$ cat src/ctc_pkg.sv
// ----------------------------------------------------------------------------
// Cook timer controller package
// Shared types, command codes, preset values and digit helpers.
// ----------------------------------------------------------------------------
package ctc_pkg;

  typedef enum logic [2:0] {
    PH_IDLE  = 3'd0,
    PH_DONE  = 3'd1,
    PH_TIME  = 3'd2,
    PH_POWER = 3'd3,
    PH_RUN   = 3'd4
  } phase_t;

  typedef enum logic [3:0] {
    OP_TICK,
    OP_TIME,
    OP_POWER,
    OP_PRESS,
    OP_REHEAT,
    OP_DEFROST,
    OP_POPCORN,
    OP_POTATO,
    OP_DATA
  } op_t;

  typedef enum logic [3:0] {
    ACT_NONE,
    ACT_TIME,
    ACT_POWER,
    ACT_ARM,
    ACT_TO_TIME,
    ACT_FINISH,
    ACT_SILENCE,
    ACT_START,
    ACT_DECR,
    ACT_HOLD,
    ACT_DROP
  } act_t;

  typedef struct packed {
    op_t        op;
    logic [7:0] data;
  } item_t;

  localparam logic [7:0] CMD_TIME    = 8'h80;
  localparam logic [7:0] CMD_POWER   = 8'hC0;
  localparam logic [7:0] CMD_PRESS   = 8'hFF;
  localparam logic [7:0] CMD_REHEAT  = 8'hF8;
  localparam logic [7:0] CMD_DEFROST = 8'hF9;
  localparam logic [7:0] CMD_POPCORN = 8'hFA;
  localparam logic [7:0] CMD_POTATO  = 8'hFB;

  localparam logic [2:0] MIN_FORM = 3'b101;

  localparam int COUNT_W = 12;
  localparam int POWER_W = 4;
  localparam int BAR_W   = 10;

  localparam logic [COUNT_W-1:0] REHEAT_SECS  = 12'd105;
  localparam logic [COUNT_W-1:0] DEFROST_SECS = 12'd300;
  localparam logic [COUNT_W-1:0] POPCORN_SECS = 12'd150;
  localparam logic [COUNT_W-1:0] POTATO_SECS  = 12'd240;
  localparam logic [POWER_W-1:0] REHEAT_PWR   = 4'd6;
  localparam logic [POWER_W-1:0] DEFROST_PWR  = 4'd3;
  localparam logic [POWER_W-1:0] POPCORN_PWR  = 4'd8;
  localparam logic [POWER_W-1:0] POTATO_PWR   = 4'd9;
  localparam logic [POWER_W-1:0] FULL_PWR     = 4'd10;

  // Minutes are count * MIN_RECIP >> MIN_SHIFT, exact for counts below 4096.
  localparam logic [12:0] MIN_RECIP = 13'd4370;
  localparam int          MIN_SHIFT = 18;

  localparam int QUEUE_DEPTH = 2;

  function automatic logic [2:0] tens_of(input logic [5:0] x);
    logic [2:0] t;
    priority if (x >= 6'd50) t = 3'd5;
    else if (x >= 6'd40) t = 3'd4;
    else if (x >= 6'd30) t = 3'd3;
    else if (x >= 6'd20) t = 3'd2;
    else if (x >= 6'd10) t = 3'd1;
    else t = 3'd0;
    return t;
  endfunction

  function automatic logic [3:0] ones_of(input logic [5:0] x);
    logic [2:0] t;
    logic [5:0] r;
    t = tens_of(x);
    r = x - {t, 3'b000} - 6'({t, 1'b0});
    return r[3:0];
  endfunction

endpackage

$ cat src/ctc_in_if.sv
// ----------------------------------------------------------------------------
// Cook timer input channel
// Carries one received byte or one-second tick per item.
// ----------------------------------------------------------------------------
interface ctc_in_if;
  logic       valid;
  logic       ready;
  logic       req_type;
  logic [7:0] rx_byte;

  modport source (output valid, output req_type, output rx_byte, input ready);
  modport sink (input valid, input req_type, input rx_byte, output ready);
endinterface

$ cat src/ctc_out_if.sv
// ----------------------------------------------------------------------------
// Cook timer output channel
// Carries the phase, remaining time, digits, power bar and lamp per item.
// ----------------------------------------------------------------------------
interface ctc_out_if;
  logic       valid;
  logic       ready;
  logic [2:0] mode;
  logic [11:0] seconds_left;
  logic [3:0] power_level;
  logic [9:0] bar_pattern;
  logic       lamp_on;
  logic       alarm_on;
  logic [1:0] minutes_tens;
  logic [3:0] minutes_ones;
  logic [2:0] seconds_tens;
  logic [3:0] seconds_ones;

  modport source (
    output valid, output mode, output seconds_left, output power_level,
    output bar_pattern, output lamp_on, output alarm_on, output minutes_tens,
    output minutes_ones, output seconds_tens, output seconds_ones, input ready
  );
  modport sink (
    input valid, input mode, input seconds_left, input power_level,
    input bar_pattern, input lamp_on, input alarm_on, input minutes_tens,
    input minutes_ones, input seconds_tens, input seconds_ones, output ready
  );
endinterface

$ cat src/ctc_front.sv
// ----------------------------------------------------------------------------
// Cook timer front end
// Accepts input items and classifies each into an operation code.
// ----------------------------------------------------------------------------
module ctc_front (
  ctc_in_if.sink          in_ch,
  output logic            push_valid,
  input  logic            push_ready,
  output ctc_pkg::item_t  push_item
);

  always_comb begin
    push_item.data = in_ch.rx_byte;
    if (in_ch.req_type) begin
      push_item.op = ctc_pkg::OP_TICK;
    end else begin
      unique case (in_ch.rx_byte)
        ctc_pkg::CMD_TIME:    push_item.op = ctc_pkg::OP_TIME;
        ctc_pkg::CMD_POWER:   push_item.op = ctc_pkg::OP_POWER;
        ctc_pkg::CMD_PRESS:   push_item.op = ctc_pkg::OP_PRESS;
        ctc_pkg::CMD_REHEAT:  push_item.op = ctc_pkg::OP_REHEAT;
        ctc_pkg::CMD_DEFROST: push_item.op = ctc_pkg::OP_DEFROST;
        ctc_pkg::CMD_POPCORN: push_item.op = ctc_pkg::OP_POPCORN;
        ctc_pkg::CMD_POTATO:  push_item.op = ctc_pkg::OP_POTATO;
        default:              push_item.op = ctc_pkg::OP_DATA;
      endcase
    end
  end

  assign push_valid  = in_ch.valid;
  assign in_ch.ready = push_ready;

endmodule

$ cat src/ctc_queue.sv
// ----------------------------------------------------------------------------
// Cook timer item queue
// Two-entry queue of classified items between the front and back ends.
// ----------------------------------------------------------------------------
module ctc_queue (
  input  logic           clk,
  input  logic           rst,
  input  logic           push_valid,
  output logic           push_ready,
  input  ctc_pkg::item_t push_item,
  output logic           pop_valid,
  input  logic           pop_ready,
  output ctc_pkg::item_t pop_item
);

  localparam int PTR_W = $clog2(ctc_pkg::QUEUE_DEPTH);
  localparam int CNT_W = $clog2(ctc_pkg::QUEUE_DEPTH + 1);

  ctc_pkg::item_t entries [ctc_pkg::QUEUE_DEPTH];
  logic [PTR_W-1:0] wr_ptr;
  logic [PTR_W-1:0] rd_ptr;
  logic [CNT_W-1:0] count;
  logic push;
  logic pop;

  assign push_ready = count != CNT_W'(ctc_pkg::QUEUE_DEPTH);
  assign pop_valid  = count != '0;
  assign push       = push_valid && push_ready;
  assign pop        = pop_valid && pop_ready;
  assign pop_item   = entries[rd_ptr];

  always_ff @(posedge clk) begin
    if (rst) begin
      wr_ptr <= '0;
      rd_ptr <= '0;
      count  <= '0;
    end else begin
      if (push) begin
        wr_ptr <= wr_ptr + 1'b1;
      end
      if (pop) begin
        rd_ptr <= rd_ptr + 1'b1;
      end
      if (push && !pop) begin
        count <= count + 1'b1;
      end else if (pop && !push) begin
        count <= count - 1'b1;
      end
    end
  end

  always_ff @(posedge clk) begin
    if (push) begin
      entries[wr_ptr] <= push_item;
    end
  end

  a_count_bound: assert property (@(posedge clk) disable iff (rst)
    count <= CNT_W'(ctc_pkg::QUEUE_DEPTH))
    else $error("Queue holds more items than it has entries.");

  a_pop_refill: assert property (@(posedge clk) disable iff (rst)
    (count == CNT_W'(ctc_pkg::QUEUE_DEPTH) && !pop_ready) |=> !push_ready)
    else $error("Full queue accepted an item without a pop.");

endmodule

$ cat src/ctc_back.sv
// ----------------------------------------------------------------------------
// Cook timer back end
// Applies each item to the timer state and forms the mm:ss digits of the
// result in a short stalling pipeline ahead of the output register.
// ----------------------------------------------------------------------------
module ctc_back (
  input  logic           clk,
  input  logic           rst,
  input  logic           q_valid,
  output logic           q_ready,
  input  ctc_pkg::item_t q_item,
  ctc_out_if.source      out_ch
);

  localparam int CW = ctc_pkg::COUNT_W;
  localparam int PW = ctc_pkg::POWER_W;

  ctc_pkg::phase_t phase;
  ctc_pkg::phase_t phase_next;
  logic [CW-1:0]   count_left;
  logic [CW-1:0]   count_left_next;
  logic [PW-1:0]   drive_level;
  logic [PW-1:0]   drive_level_next;
  logic [7:0]      first_byte;
  logic [7:0]      first_byte_next;
  logic            byte_seen;
  logic            byte_seen_next;
  logic            armed;
  logic            armed_next;

  ctc_pkg::act_t   act;
  logic [CW-1:0]   run_secs;
  logic [PW-1:0]   run_pwr;
  logic [CW-1:0]   entry_secs;
  logic            pop;

  logic            v1;
  ctc_pkg::phase_t p1;
  logic [CW-1:0]   c1;
  logic [PW-1:0]   w1;
  logic            v2;
  ctc_pkg::phase_t p2;
  logic [CW-1:0]   c2;
  logic [PW-1:0]   w2;
  logic [5:0]      m2;
  logic            v3;
  logic            ready1;
  logic            ready2;
  logic            ready3;
  logic [24:0]     min_prod;
  logic [CW-1:0]   sec_diff;
  logic [5:0]      secs2;
  logic [9:0]      bar2;
  logic [2:0]      mt2;

  assign pop = q_valid && q_ready;
  assign entry_secs = {1'b0, first_byte[4:0], 6'b000000}
                    - {5'b00000, first_byte[4:0], 2'b00}
                    + {4'b0000, q_item.data};

  always_comb begin
    act      = ctc_pkg::ACT_NONE;
    run_secs = '0;
    run_pwr  = '0;
    if (pop) begin
      unique case (q_item.op)
        ctc_pkg::OP_TICK: begin
          if (phase == ctc_pkg::PH_RUN) begin
            act = (count_left <= CW'(1)) ? ctc_pkg::ACT_FINISH : ctc_pkg::ACT_DECR;
          end
        end
        ctc_pkg::OP_TIME: begin
          if (phase != ctc_pkg::PH_RUN) begin
            act = ctc_pkg::ACT_TIME;
          end
        end
        ctc_pkg::OP_POWER: begin
          if (phase != ctc_pkg::PH_RUN) begin
            act = ctc_pkg::ACT_POWER;
          end
        end
        ctc_pkg::OP_PRESS: begin
          unique case (phase)
            ctc_pkg::PH_TIME:  act = ctc_pkg::ACT_ARM;
            ctc_pkg::PH_POWER: act = ctc_pkg::ACT_TO_TIME;
            ctc_pkg::PH_RUN:   act = ctc_pkg::ACT_FINISH;
            ctc_pkg::PH_DONE:  act = ctc_pkg::ACT_SILENCE;
            default:           act = ctc_pkg::ACT_NONE;
          endcase
        end
        ctc_pkg::OP_REHEAT: begin
          act      = ctc_pkg::ACT_START;
          run_secs = ctc_pkg::REHEAT_SECS;
          run_pwr  = ctc_pkg::REHEAT_PWR;
        end
        ctc_pkg::OP_DEFROST: begin
          act      = ctc_pkg::ACT_START;
          run_secs = ctc_pkg::DEFROST_SECS;
          run_pwr  = ctc_pkg::DEFROST_PWR;
        end
        ctc_pkg::OP_POPCORN: begin
          act      = ctc_pkg::ACT_START;
          run_secs = ctc_pkg::POPCORN_SECS;
          run_pwr  = ctc_pkg::POPCORN_PWR;
        end
        ctc_pkg::OP_POTATO: begin
          act      = ctc_pkg::ACT_START;
          run_secs = ctc_pkg::POTATO_SECS;
          run_pwr  = ctc_pkg::POTATO_PWR;
        end
        ctc_pkg::OP_DATA: begin
          if (phase == ctc_pkg::PH_TIME && armed) begin
            if (!byte_seen) begin
              act = ctc_pkg::ACT_HOLD;
            end else if (first_byte[7:5] == ctc_pkg::MIN_FORM) begin
              act      = ctc_pkg::ACT_START;
              run_secs = entry_secs;
              run_pwr  = ctc_pkg::FULL_PWR;
            end else begin
              act = ctc_pkg::ACT_DROP;
            end
          end
        end
        default: act = ctc_pkg::ACT_NONE;
      endcase
      if (act == ctc_pkg::ACT_START && run_secs == '0) begin
        act = ctc_pkg::ACT_FINISH;
      end
    end
  end

  always_comb begin
    unique case (act)
      ctc_pkg::ACT_TIME,
      ctc_pkg::ACT_TO_TIME: phase_next = ctc_pkg::PH_TIME;
      ctc_pkg::ACT_POWER:   phase_next = ctc_pkg::PH_POWER;
      ctc_pkg::ACT_FINISH:  phase_next = ctc_pkg::PH_DONE;
      ctc_pkg::ACT_SILENCE: phase_next = ctc_pkg::PH_IDLE;
      ctc_pkg::ACT_START:   phase_next = ctc_pkg::PH_RUN;
      default:              phase_next = phase;
    endcase
  end

  always_comb begin
    count_left_next  = count_left;
    drive_level_next = drive_level;
    first_byte_next  = first_byte;
    byte_seen_next   = byte_seen;
    armed_next       = armed;
    unique case (act)
      ctc_pkg::ACT_TIME,
      ctc_pkg::ACT_POWER: begin
        first_byte_next  = '0;
        byte_seen_next   = 1'b0;
        armed_next       = 1'b0;
        drive_level_next = '0;
      end
      ctc_pkg::ACT_ARM: begin
        first_byte_next = '0;
        byte_seen_next  = 1'b0;
        armed_next      = 1'b1;
      end
      ctc_pkg::ACT_TO_TIME,
      ctc_pkg::ACT_SILENCE: begin
        first_byte_next = '0;
        byte_seen_next  = 1'b0;
        armed_next      = 1'b0;
      end
      ctc_pkg::ACT_FINISH: begin
        first_byte_next  = '0;
        byte_seen_next   = 1'b0;
        armed_next       = 1'b0;
        count_left_next  = '0;
        drive_level_next = '0;
      end
      ctc_pkg::ACT_START: begin
        first_byte_next  = '0;
        byte_seen_next   = 1'b0;
        armed_next       = 1'b0;
        count_left_next  = run_secs;
        drive_level_next = run_pwr;
      end
      ctc_pkg::ACT_DECR: count_left_next = count_left - 1'b1;
      ctc_pkg::ACT_HOLD: begin
        first_byte_next = q_item.data;
        byte_seen_next  = 1'b1;
      end
      ctc_pkg::ACT_DROP: begin
        first_byte_next = '0;
        byte_seen_next  = 1'b0;
      end
      default: begin
      end
    endcase
  end

  always_ff @(posedge clk) begin
    if (rst) begin
      phase       <= ctc_pkg::PH_IDLE;
      count_left  <= '0;
      drive_level <= '0;
      first_byte  <= '0;
      byte_seen   <= 1'b0;
      armed       <= 1'b0;
    end else begin
      phase       <= phase_next;
      count_left  <= count_left_next;
      drive_level <= drive_level_next;
      first_byte  <= first_byte_next;
      byte_seen   <= byte_seen_next;
      armed       <= armed_next;
    end
  end

  assign ready3  = out_ch.ready || !v3;
  assign ready2  = ready3 || !v2;
  assign ready1  = ready2 || !v1;
  assign q_ready = ready1;

  assign min_prod = 25'(c1) * 25'(ctc_pkg::MIN_RECIP);
  assign sec_diff = c2 - {m2, 6'b000000} + {4'b0000, m2, 2'b00};
  assign secs2    = sec_diff[5:0];
  assign mt2      = ctc_pkg::tens_of(m2);

  always_comb begin
    for (int i = 0; i < ctc_pkg::BAR_W; i++) begin
      bar2[i] = w2 > PW'(i);
    end
  end

  always_ff @(posedge clk) begin
    if (rst) begin
      v1 <= 1'b0;
      v2 <= 1'b0;
      v3 <= 1'b0;
    end else begin
      if (ready1) begin
        v1 <= pop;
      end
      if (ready2) begin
        v2 <= v1;
      end
      if (ready3) begin
        v3 <= v2;
      end
    end
  end

  always_ff @(posedge clk) begin
    if (ready1) begin
      p1 <= phase_next;
      c1 <= count_left_next;
      w1 <= drive_level_next;
    end
    if (ready2) begin
      p2 <= p1;
      c2 <= c1;
      w2 <= w1;
      m2 <= min_prod[ctc_pkg::MIN_SHIFT+5:ctc_pkg::MIN_SHIFT];
    end
    if (ready3) begin
      out_ch.mode         <= p2;
      out_ch.seconds_left <= c2;
      out_ch.power_level  <= w2;
      out_ch.bar_pattern  <= bar2;
      out_ch.lamp_on      <= p2 == ctc_pkg::PH_RUN;
      out_ch.alarm_on     <= p2 == ctc_pkg::PH_DONE;
      out_ch.minutes_tens <= mt2[1:0];
      out_ch.minutes_ones <= ctc_pkg::ones_of(m2);
      out_ch.seconds_tens <= ctc_pkg::tens_of(secs2);
      out_ch.seconds_ones <= ctc_pkg::ones_of(secs2);
    end
  end

  assign out_ch.valid = v3;

  a_run_has_time: assert property (@(posedge clk) disable iff (rst)
    phase == ctc_pkg::PH_RUN |-> count_left != '0)
    else $error("Running with no time left.");

  a_power_off_when_idle: assert property (@(posedge clk) disable iff (rst)
    phase != ctc_pkg::PH_RUN |-> drive_level == '0)
    else $error("Heating power left on outside a run.");

  a_held_byte_armed: assert property (@(posedge clk) disable iff (rst)
    byte_seen |-> (armed && phase == ctc_pkg::PH_TIME))
    else $error("Minutes byte held outside armed time entry.");

  a_stall_holds: assert property (@(posedge clk) disable iff (rst)
    (v3 && !out_ch.ready) |=> (v3 && $stable(out_ch.seconds_left)))
    else $error("Stalled result changed before it was taken.");

endmodule

$ cat src/cook_timer_controller_top.sv
// ----------------------------------------------------------------------------
// Cook timer controller
// Oven countdown: command bytes and one-second ticks in, display state out.
// Throughput: one item per cycle unless the output stalls; the state update
// for an item is done in the cycle it leaves the two-entry queue, and the
// digit split takes two further pipeline stages.
// Reset: synchronous; the timer returns to idle with no time and no power,
// and the queue and pipeline are emptied.
// ----------------------------------------------------------------------------
module cook_timer_controller_top (
  input  logic      clk,
  input  logic      rst,
  ctc_in_if.sink    in_ch,
  ctc_out_if.source out_ch
);

  logic           push_valid;
  logic           push_ready;
  ctc_pkg::item_t push_item;
  logic           pop_valid;
  logic           pop_ready;
  ctc_pkg::item_t pop_item;

  ctc_front u_front (
    .in_ch      (in_ch),
    .push_valid (push_valid),
    .push_ready (push_ready),
    .push_item  (push_item)
  );

  ctc_queue u_queue (
    .clk        (clk),
    .rst        (rst),
    .push_valid (push_valid),
    .push_ready (push_ready),
    .push_item  (push_item),
    .pop_valid  (pop_valid),
    .pop_ready  (pop_ready),
    .pop_item   (pop_item)
  );

  ctc_back u_back (
    .clk     (clk),
    .rst     (rst),
    .q_valid (pop_valid),
    .q_ready (pop_ready),
    .q_item  (pop_item),
    .out_ch  (out_ch)
  );

endmodule
$ cat src/flat_wrapper.sv
// flat-port wrapper written by rule: the top's interface ports become plain ports
module cook_timer_controller_top_flat 
  (clk, rst, in_ch_valid, in_ch_req_type, in_ch_rx_byte, in_ch_ready, out_ch_valid, out_ch_mode, out_ch_seconds_left, out_ch_power_level, out_ch_bar_pattern, out_ch_lamp_on, out_ch_alarm_on, out_ch_minutes_tens, out_ch_minutes_ones, out_ch_seconds_tens, out_ch_seconds_ones, out_ch_ready);
  ctc_in_if in_ch_i ();
  ctc_out_if out_ch_i ();
  input  logic clk;
  input  logic rst;
  input wire logic [$bits(in_ch_i.valid)-1:0] in_ch_valid;
  input wire logic [$bits(in_ch_i.req_type)-1:0] in_ch_req_type;
  input wire logic [$bits(in_ch_i.rx_byte)-1:0] in_ch_rx_byte;
  output wire logic [$bits(in_ch_i.ready)-1:0] in_ch_ready;
  output wire logic [$bits(out_ch_i.valid)-1:0] out_ch_valid;
  output wire logic [$bits(out_ch_i.mode)-1:0] out_ch_mode;
  output wire logic [$bits(out_ch_i.seconds_left)-1:0] out_ch_seconds_left;
  output wire logic [$bits(out_ch_i.power_level)-1:0] out_ch_power_level;
  output wire logic [$bits(out_ch_i.bar_pattern)-1:0] out_ch_bar_pattern;
  output wire logic [$bits(out_ch_i.lamp_on)-1:0] out_ch_lamp_on;
  output wire logic [$bits(out_ch_i.alarm_on)-1:0] out_ch_alarm_on;
  output wire logic [$bits(out_ch_i.minutes_tens)-1:0] out_ch_minutes_tens;
  output wire logic [$bits(out_ch_i.minutes_ones)-1:0] out_ch_minutes_ones;
  output wire logic [$bits(out_ch_i.seconds_tens)-1:0] out_ch_seconds_tens;
  output wire logic [$bits(out_ch_i.seconds_ones)-1:0] out_ch_seconds_ones;
  input wire logic [$bits(out_ch_i.ready)-1:0] out_ch_ready;
  assign in_ch_i.valid = in_ch_valid;
  assign in_ch_i.req_type = in_ch_req_type;
  assign in_ch_i.rx_byte = in_ch_rx_byte;
  assign in_ch_ready = in_ch_i.ready;
  assign out_ch_valid = out_ch_i.valid;
  assign out_ch_mode = out_ch_i.mode;
  assign out_ch_seconds_left = out_ch_i.seconds_left;
  assign out_ch_power_level = out_ch_i.power_level;
  assign out_ch_bar_pattern = out_ch_i.bar_pattern;
  assign out_ch_lamp_on = out_ch_i.lamp_on;
  assign out_ch_alarm_on = out_ch_i.alarm_on;
  assign out_ch_minutes_tens = out_ch_i.minutes_tens;
  assign out_ch_minutes_ones = out_ch_i.minutes_ones;
  assign out_ch_seconds_tens = out_ch_i.seconds_tens;
  assign out_ch_seconds_ones = out_ch_i.seconds_ones;
  assign out_ch_i.ready = out_ch_ready;
  cook_timer_controller_top u_core (.clk(clk), .rst(rst), .in_ch(in_ch_i), .out_ch(out_ch_i));
endmodule
$ cat config.mk
export PLATFORM = sky130hd
export DESIGN_NAME = cook_timer_controller_top_flat
export DESIGN_NICKNAME = d
export VERILOG_FILES = /design/src/ctc_pkg.sv /design/src/ctc_in_if.sv /design/src/ctc_out_if.sv /design/src/ctc_front.sv /design/src/ctc_queue.sv /design/src/ctc_back.sv /design/src/cook_timer_controller_top.sv /design/src/flat_wrapper.sv
export SDC_FILE = /design/constraint.sdc
export NUM_CORES = 1
export LEC_CHECK = 0
export BUFFER_PORTS_ARGS = -buffer_cell sky130_fd_sc_hd__buf_2
export CAP_MARGIN = 20
export CORE_ASPECT_RATIO = 1.25
export CORE_MARGIN = 4
export CORE_UTILIZATION = 60
export DETAILED_ROUTE_END_ITERATION = 12
export GPL_TIMING_DRIVEN = 0
export PLACE_DENSITY = 0.86
export SYNTH_ARGS = -nofsm -noshare
export SYNTH_HDL_FRONTEND = slang
export SYNTH_SLANG_ARGS = --single-unit
export TNS_END_PERCENT = 5
$ cat constraint.sdc
create_clock -name clk -period 12.26 [get_ports clk]
set_input_delay 2.452 -clock clk [delete_from_list [all_inputs] [get_ports clk]]
set_output_delay 2.452 -clock clk [all_outputs]
set_load 0.01 [all_outputs]
==> results, run 1 <==
- At the end of routability-driven placement, the weighted congestion stood at 0.923.
- In the final routed layout, each cell accounts on average for 16.8 um.
- Of the total synthesized cell area, the portion taken by XOR and XNOR cells is 3.01%.
- The count of nets left with antenna violations once routing finished came out at 0.
- For this design, the sink count on the clock tree is ~150.
- Prior to clock tree synthesis, the placed netlist has a worst setup slack of around 6400 ps.
- The half-perimeter wire length after placement is around 13 mm.
- The startpoint type of the worst setup path is a register.
- The met3 capacity usage during global routing is under 10%.
- For this design, the CTS-stage hold fixing added 0 buffers.
- The vertical die dimension is 141 um.
- The number of I/O port buffers is a little under 60.
- The deepest level of the CTS H-tree is 4.
- The total power density per cell area is around 160 nW/um^2.
- Entering global routing, the biggest net connects 45 pins.
- The area growth from synthesis to layout is 13.1%.
- The most frequent standard cell in the layout excluding fill and tap cells is sky130_fd_sc_hd__edfxtp_1.
- The first TritonRoute pass finished after 8 iterations.
- The largest fanout of any net on the critical path is 10.
- The peak-usage layer in the global routing report is met2.
- The proportion of layout cells with a drive suffix above 1 is around 15%.
- The site row count is 48.
- The via total after detailed routing is 6181.
- After Yosys synthesis, full adders, half adders and majority gates account for 15.9% of the synthesized area.
- For this block, the routed nets add up to 17.3 mm of wire.
- The via count of the first global-routing pass is about 6200.
- The run finished with clean final reports.
- The area fraction in compound gates after synthesis is between 10% and 20%.
- The worst-case register-to-register setup slack is between 7000 and 8000 ps.
- The later-pin clock latency in the skew report is 430 ps.
- The number of distinct standard cells referenced by the synthesized netlist is 76.
- The leading register cell type out of synthesis is sky130_fd_sc_hd__edfxtp_1.
- The synthesized design contains approximately 150 register bits.
- Measured against its own limit, the worst slew margin works out to approximately a third.
- The count of routing violations after the opening detailed-route iteration is 432.
- VDD sags by at most 0.128 mV.
- 0 antenna diodes ended up in the layout.
- The final critical path takes up between 40% and 50% of the cycle.
- The cell sitting at the root of the clock tree is a sky130_fd_sc_hd__clkbuf_16.
- On the worst path, the slowest cell contributes a delay of around 500 ps.
- The total of max-cap violations is 0.
- The setup clock skew after layout is between 10 and 15 ps.
- The required time at the worst-slack endpoint is approximately 12000 ps.
- The maximum root-to-sink buffer count is 2.
- The buffer count from post-CTS setup fixing is 0.
- The final number of max-transition violations came to 0.
- Global routing used a little under a quarter of the available tracks.
- The clock tree from TritonCTS is built.
- The number of enable flip-flop cells after synthesis is 112.
- The post-synthesis cell area is 8440 um^2.
- The floorplan step set the die width to 114 um.
- For this run, the top clock speed supported by timing is about 200 MHz.
- The proportion of synthesized area in mux cells is 1.99%.
- The met1 routing resource usage after global routing is between 20% and 30%.
- Counting every net in the synthesized netlist gives about 880.
- The cell count after synthesis came out at roughly 760.
- Setup repair after global routing left no endpoint under its margin.
- The layout filler cell count is ~1000.
- The library cell appearing most often on the critical path is sky130_fd_sc_hd__buf_2.
- The total negative setup slack is 0 ps.
- The critical path endpoint category is a register.
- For this configuration, the core starts out at a cell density of between 60% and 70%.
- The simple-gate share of the synthesized area is ~13%.
- The worst-path cell with the longest stage delay is sky130_fd_sc_hd__dfxtp_1.
- In the global route stage, met2 resource usage came out at between 40% and 50%.
- The number of nets at the end of the flow is ~960.
- Clock-pin slew was measured on the worst setup and hold paths at 60 ps.
- After synthesis, the share of flip-flops with an asynchronous set or reset is 0%.
- The first-pass GRT wire length is ~29 mm.
- The number of clock buffers added by TritonCTS is 17.
- In this run the worst hold path is classified as register to register.
- The initial antenna violation count is 0.
- The via density per instance is 6.01.
- Setup violations remaining at the end of the flow were counted as 0.
- The pin slew with the least headroom to its limit is around 1000 ps.
- For this run, the share of the core covered by cells in the final layout is between 60 and 70%.
- The core box area is between 10000 and 15000 um^2.
- The post-CTS resize count is 0.
- The leftover overflow at the end of global routing is 0.
- The arrival time at the worst endpoint is around 5200 ps.
- The number of synthesis warnings is 0.
- The register area is a little over 4000 um^2.
- The hold slack is between 400 and 500 ps.
- The worst path setup slack after routing is 7290 ps.
- After detailed routing, the number of remaining DRC violations is 0.
- Sequential cells were found to cover between 40% and 50% of the synthesized design area.
- After synthesis, the largest family of logic cells by area is adder cells.
- The critical path in this run is classified as register to register.
- The top cell types in the final layout, fill and taps aside, are sky130_fd_sc_hd__edfxtp_1 (112), sky130_fd_sc_hd__ha_1 (93), sky130_fd_sc_hd__buf_2 (63).
- The mean post-synth cell area is 11.1 um^2.
- The multi-input logic area is about 4000 um^2.
- The floorplan step defined a die boundary enclosing between 15000 and 20000 um^2.
- The shortest clock period the worst path allows after layout is 4970 ps.
- The leakage power is roughly 4.5 nW.
- The critical path goes through buf_2 -> buf_2 -> mux2i_1 -> fa_1 -> inv_1 -> ha_1 -> clkbuf_1 -> o21a_1 -> or3_1 -> a21oi_1 -> nand4bb_1 -> a211oi_2 -> or4b_1 -> buf_2 -> buf_2 -> a31oi_1 -> inv_1.
- The count of endpoints failing hold in the final timing report came to 0.
- approximately 60 I/O pins were placed.
## flip-flops by register name (all words and copies together), names as in the netlist, 6 cells and up, named ones only
register / cells
u_core.u_back.c1: 12
u_core.u_back.c2: 12
u_core.u_back.count_left: 12
u_core.u_back.first_byte: 8
u_core.u_back.m2: 6
u_core.u_back.out_ch.bar_pattern: 10
u_core.u_back.out_ch.seconds_left: 12
u_core.u_queue.entries: 24
## power breakdown
part,switching [mW],internal [mW]
clock,0.220,0.290
combinational,0.256,0.168
sequential,0.0320,0.601
total,0.508,1.06
## cell families (layout without fill, tap and decap cells)
logic type                 Yosys count  in the layout
DFF                                149            149
muxes                               15             15
buffers and inverters               73            164
adders and majority gates          102            102
and+or+nand+nor                    227            227
xor gates and xnor gates            29             29
AOI/OAI and AO/OA                  167            167
## cell type report
type | count | share of cell area (%)
buffer | 16 | 0.735
inverter | 57 | 2.24
clock inverter | 14 | 1.46
clock buffer | 18 | 4.60
timing repair buffer | 59 | 3.20
multi-input combinational | 540 | 42.4
tap | 175 | 2.30
sequential | 149 | 43.0
## layer usage
| layer | wire (um) | up-vias |
|---|---|---|
| met3 | 824 | 61 |
| met4 | 625 | 0 |
| met1 | 6870 | 2877 |
| met5 | 0 | - |
| met2 | 8990 | 220 |
| li1 | - | 3023 |
## stage by stage
stage	instance area, um^2	cells	total power [mW]
global placement	8950	995	1.05
CTS	9520	1027	1.57
detailed placement	8950	995	1.06
floorplan	8440	762	0.956
global route	9540	1028	1.65
finish	9540	1028	1.57
## cell usage after synthesis (all sizes together) (7+ instances only)
library cell  number  area [um^2]
a21o              11         82.6
a21oi             31          159
a31oi             15          100
buf                8         40.0
clkbuf             8         30.0
dfxtp             37          741
edfxtp           112         3360
fa                 9          180
ha                93         1160
inv               57          214
mux2              11          128
nand2             57          214
nand2b             7         43.8
nand3             31          155
nand4             10         62.6
nor2              54          205
nor3              18         90.1
nor3b              8         60.1
o21a               8         60.1
o21ai             35          175
o22ai              7         43.8
xnor2             17          149
xor2              12          105
## critical path, delay by kind of cell, from the launching register on
family	cells	cell delay (ps)
buffers and inverters	7	1250
AND/OR/NAND/NOR	3	910
AO/OA/AOI/OAI	4	840
adder cells (fa/ha/maj)	2	690
flip-flops	1	500
multiplexers	1	500
## path summary, 6_finish.rpt
kind	end	cells after the start	startpoint
worst max-delay path	u_core.u_back.c1[4]$_DFFE_PN_	17	register
worst min-delay path	u_core.u_back.p2[1]$_DFFE_PP_	0	u_core.u_back.p1[1]$_DFFE_PN_
worst max register to register	u_core.u_back.c1[4]$_DFFE_PN_	17	register
worst min register to register	u_core.u_back.p2[1]$_DFFE_PP_	0	u_core.u_back.p1[1]$_DFFE_PN_
Note: power is estimated with default switching activity, not from simulation.
==> run 2: changes to the inputs <==
- clock period: 12.26 -> 4.9 ns (I/O delays scaled with it)
==> run 2 against run 1 <==
Highest routed layer unchanged. Critical path type unchanged. Sequential share of layout area fell by 0.060 points. Setup slack got worse by 7000 ps. Maximum frequency rose by 7.1%. Largest cell class unchanged. Clock power rose to 2.5 times the previous value.
==> results, run 2 (synthesized netlist as in run 1, its figures left out) <==
- The total negative setup slack is 0 ps.
- The wire length per cell is approximately 17 um.
- The largest register by flop count is u_core.u_queue.entries.
- The startpoint identified for the worst hold timing path is u_core.u_back.p1[1]$_DFFE_PN_.
- The initial antenna violation count is 0.
- Detailed routing inserted a total of a little over 6000 vias.
- After the first detailed-routing iteration, the DRC count stood at between 400 and 500.
- The pin count of the biggest net entering global routing is 45.
- The filler cells instantiated in the layout total 968.
- The site row count is between 40 and 50.
- The leftover overflow at the end of global routing is 0.
- The synthesis-to-layout area growth is 13.3%.
- The CTS sink count is 149.
- The start-to-end type of the worst setup path is register to register.
- The hold-critical path depth is 0.
- The clock slew at the register clock pins of the worst setup and hold paths is around 70 ps.
- Counting tap cells, the placed design contains a total of about 1000 instances.
- At the pin with the least slew margin, the transition time is roughly 1000 ps.
- For this design the static power due to leakage is ~4.5 nW.
- The clock period could shrink to around 4600 ps.
- In the final design database the tool counted around 960 nets.
- 0 antenna diodes ended up in the layout.
- The die width is around 110 um.
- TritonCTS created 17 clock buffers.
- For this design, the CTS-stage hold fixing added 0 buffers.
- The number of placed I/O pins is between 50 and 60.
- Of the total power, registers draw between 40% and 50%.
- The clock passes through at most 2 buffers.
- The global placement routability congestion is 0.923.
- For the worst flop-to-flop path, the logic depth is 17.
- In the layout the commonest cells are sky130_fd_sc_hd__edfxtp_1 (112), sky130_fd_sc_hd__ha_1 (93), sky130_fd_sc_hd__buf_2 (62).
- The flip-flop count of the largest register, all copies and words added is 24.
- The number of iterations in the first detailed-routing pass is 6.
- The most frequent standard cell in the layout excluding fill and tap cells is sky130_fd_sc_hd__edfxtp_1.
- The worst setup path is captured at a register.
- The via count of the first global-routing pass is between 6000 and 7000.
- The worst-case IR drop observed on VDD is between 0.3 and 0.4 mV.
- The relative contribution of combinational cells to total power is a little over a quarter.
- Internal power comes to 2.66 mW.
- The post-layout instance count excluding filler cells is a little over 1000.
- The largest fanout of any net on the critical path is 10.
- The count of endpoints failing hold in the final timing report is 0.
- The deepest level of the CTS H-tree is 4.
- Global routing consumed, over all layers together, a little under a quarter of the routing resources.
- The first global-routing pass estimated ~29 mm of wire.
- The count of buffers added on input and output ports is 58.
- The via density per instance is a little over 6.
- The vertical die dimension is between 100 and 150 um.
- The worst register-to-register path has a setup slack of about 260 ps.
- The final antenna-violating net count is 0.
- The switching part of the total power is ~32%.
- The hold slack is between 400 and 500 ps.
- STA classifies the critical path startpoint as a register.
- Setup repair after global routing left no endpoint under its margin.
- After detailed routing, the total wire length is roughly 17 mm.
- The achievable frequency is 216 MHz.
- TritonCTS built the clock tree.
- The terminus of the critical flop-to-flop path is u_core.u_back.c1[4]$_DFFE_PN_.
- For this configuration, the core starts out at a cell density of ~61%.
- The worst slew margin relative to its limit is between 30% and 40%.
- After floorplanning, the core was sized to cover roughly 14000 um^2.
- The net switching power figure is 1.28 mW.
- The final cycle utilization of the critical path is between 90% and 100%.
- The later-pin clock latency in the skew report is around 430 ps.
- The required time at the worst-slack endpoint is between 5000 and 6000 ps.
- The arrival time at the worst endpoint is approximately 4800 ps.
- The part of the power in the clock network is roughly a third.
- CTS placed an instance of sky130_fd_sc_hd__clkbuf_16 at the clock tree root.
- The half-perimeter wire length after placement is around 13 mm.
- The worst hold path terminates at u_core.u_back.p2[1]$_DFFE_PP_.
- On the final layout, the worst clock skew is between 10 and 15 ps.
- Cells with a size suffix above 1 make up between 10% and 20% of the layout.
- The final number of max-transition violations came to 0.
- In this run the power density over the cells is 412 nW/um^2.
- The class of the tightest hold or removal check is register to register.
- The die covers ~16000 um^2.
- In the routed design, unresolved DRC markers number 0.
- Setup violations remaining at the end of the flow were counted as 0.
- The total of max-cap violations is 0.
- The run finished with clean final reports.
-- run 2: cell count changes in the layout (fill, tap and decap cells not counted) --
cell and delta:
sky130_fd_sc_hd__mux2i_4 +1, sky130_fd_sc_hd__dfxtp_2 +1, sky130_fd_sc_hd__clkbuf_4 +1, sky130_fd_sc_hd__mux2i_1 -1, sky130_fd_sc_hd__buf_2 -1, sky130_fd_sc_hd__dfxtp_1 -1
-- run 2: worst max-delay path by stage --
stage | to | slack [ps] | cells past startpoint
finish | u_core.u_back.c1[4]$_DFFE_PN_ | 260 | 17
detailed placement | u_core.u_back.c1[4]$_DFFE_PN_ | 8 | 17
global route | u_core.u_back.c1[1]$_DFFE_PN_ | 10 | 17
floorplan | u_core.u_back.c1[4]$_DFFE_PN_ | 770 | 17
global placement | u_core.u_back.c1[1]$_DFFE_PN_ | 90 | 17
CTS | u_core.u_back.c1[4]$_DFFE_PN_ | 70 | 17
-- run 2: what timing repair did --
item                                    CTS  global route
setup buffers                             0             0
endpoints found under the setup margin    2            34
gates resized for setup                   1             3
pin swaps                                 0             0
-- run 2: layer usage --
layer	share of wire [%]	wire (um)	vias to the layer above	track usage (%)
met3	4.5	786	53	3.65
li1	-	-	3023	-
met5	0	0	-	0
met2	52	9050	195	40.8
met1	40	6920	2928	26.2
met4	3.4	584	0	10.5
-- run 2: metrics by stage --
step | setup slack (ps) | utilization [%] | area, um^2 | total power, mW
after floorplan | 766 | - | 8440 | 2.39
after global placement | 90.8 | 64.8 | 8950 | 2.62
after detailed placement | 7.94 | 64.8 | 8950 | 2.65
after CTS | 68.7 | 69.0 | 9530 | 3.93
after global routing | 10.3 | 69.2 | 9560 | 4.14
final | 263 | 69.2 | 9560 | 3.94
-- run 2: power by group through the flow --
stage,Clock [mW],Sequential (mW),Combinational [mW]
final,1.28,1.59,1.07
after CTS,1.29,1.58,1.06
after global placement,0,1.60,1.02
after global routing,1.35,1.60,1.19
after detailed placement,0,1.61,1.04
after floorplan,0,1.62,0.775
-- run 2: cell type report --
type / instances / area [um^2] / area share, %
Buffer: 16 / 72.6 / 0.759
Clock buffer: 18 / 439 / 4.60
Clock inverter: 14 / 139 / 1.45
Inverter: 57 / 214 / 2.24
Multi-Input combinational cell: 540 / 4060 / 42.5
Sequential cell: 149 / 4110 / 43.0
Tap cell: 175 / 219 / 2.29
Timing Repair Buffer: 59 / 305 / 3.19
-- run 2: worst max-delay path, stage by stage (launching register included) --
cell and delay [ps]:
sky130_fd_sc_hd__dfxtp_2 420, sky130_fd_sc_hd__buf_2 250, sky130_fd_sc_hd__clkbuf_4 290, sky130_fd_sc_hd__mux2i_4 340, sky130_fd_sc_hd__fa_1 420, sky130_fd_sc_hd__inv_1 60, sky130_fd_sc_hd__ha_1 220, sky130_fd_sc_hd__clkbuf_1 190
sky130_fd_sc_hd__o21a_1 160, sky130_fd_sc_hd__or3_1 320, sky130_fd_sc_hd__a21oi_1 180, sky130_fd_sc_hd__nand4bb_1 140, sky130_fd_sc_hd__a211oi_2 270, sky130_fd_sc_hd__or4b_1 450, sky130_fd_sc_hd__buf_2 180, sky130_fd_sc_hd__buf_2 180
sky130_fd_sc_hd__a31oi_1 230, sky130_fd_sc_hd__inv_1 80
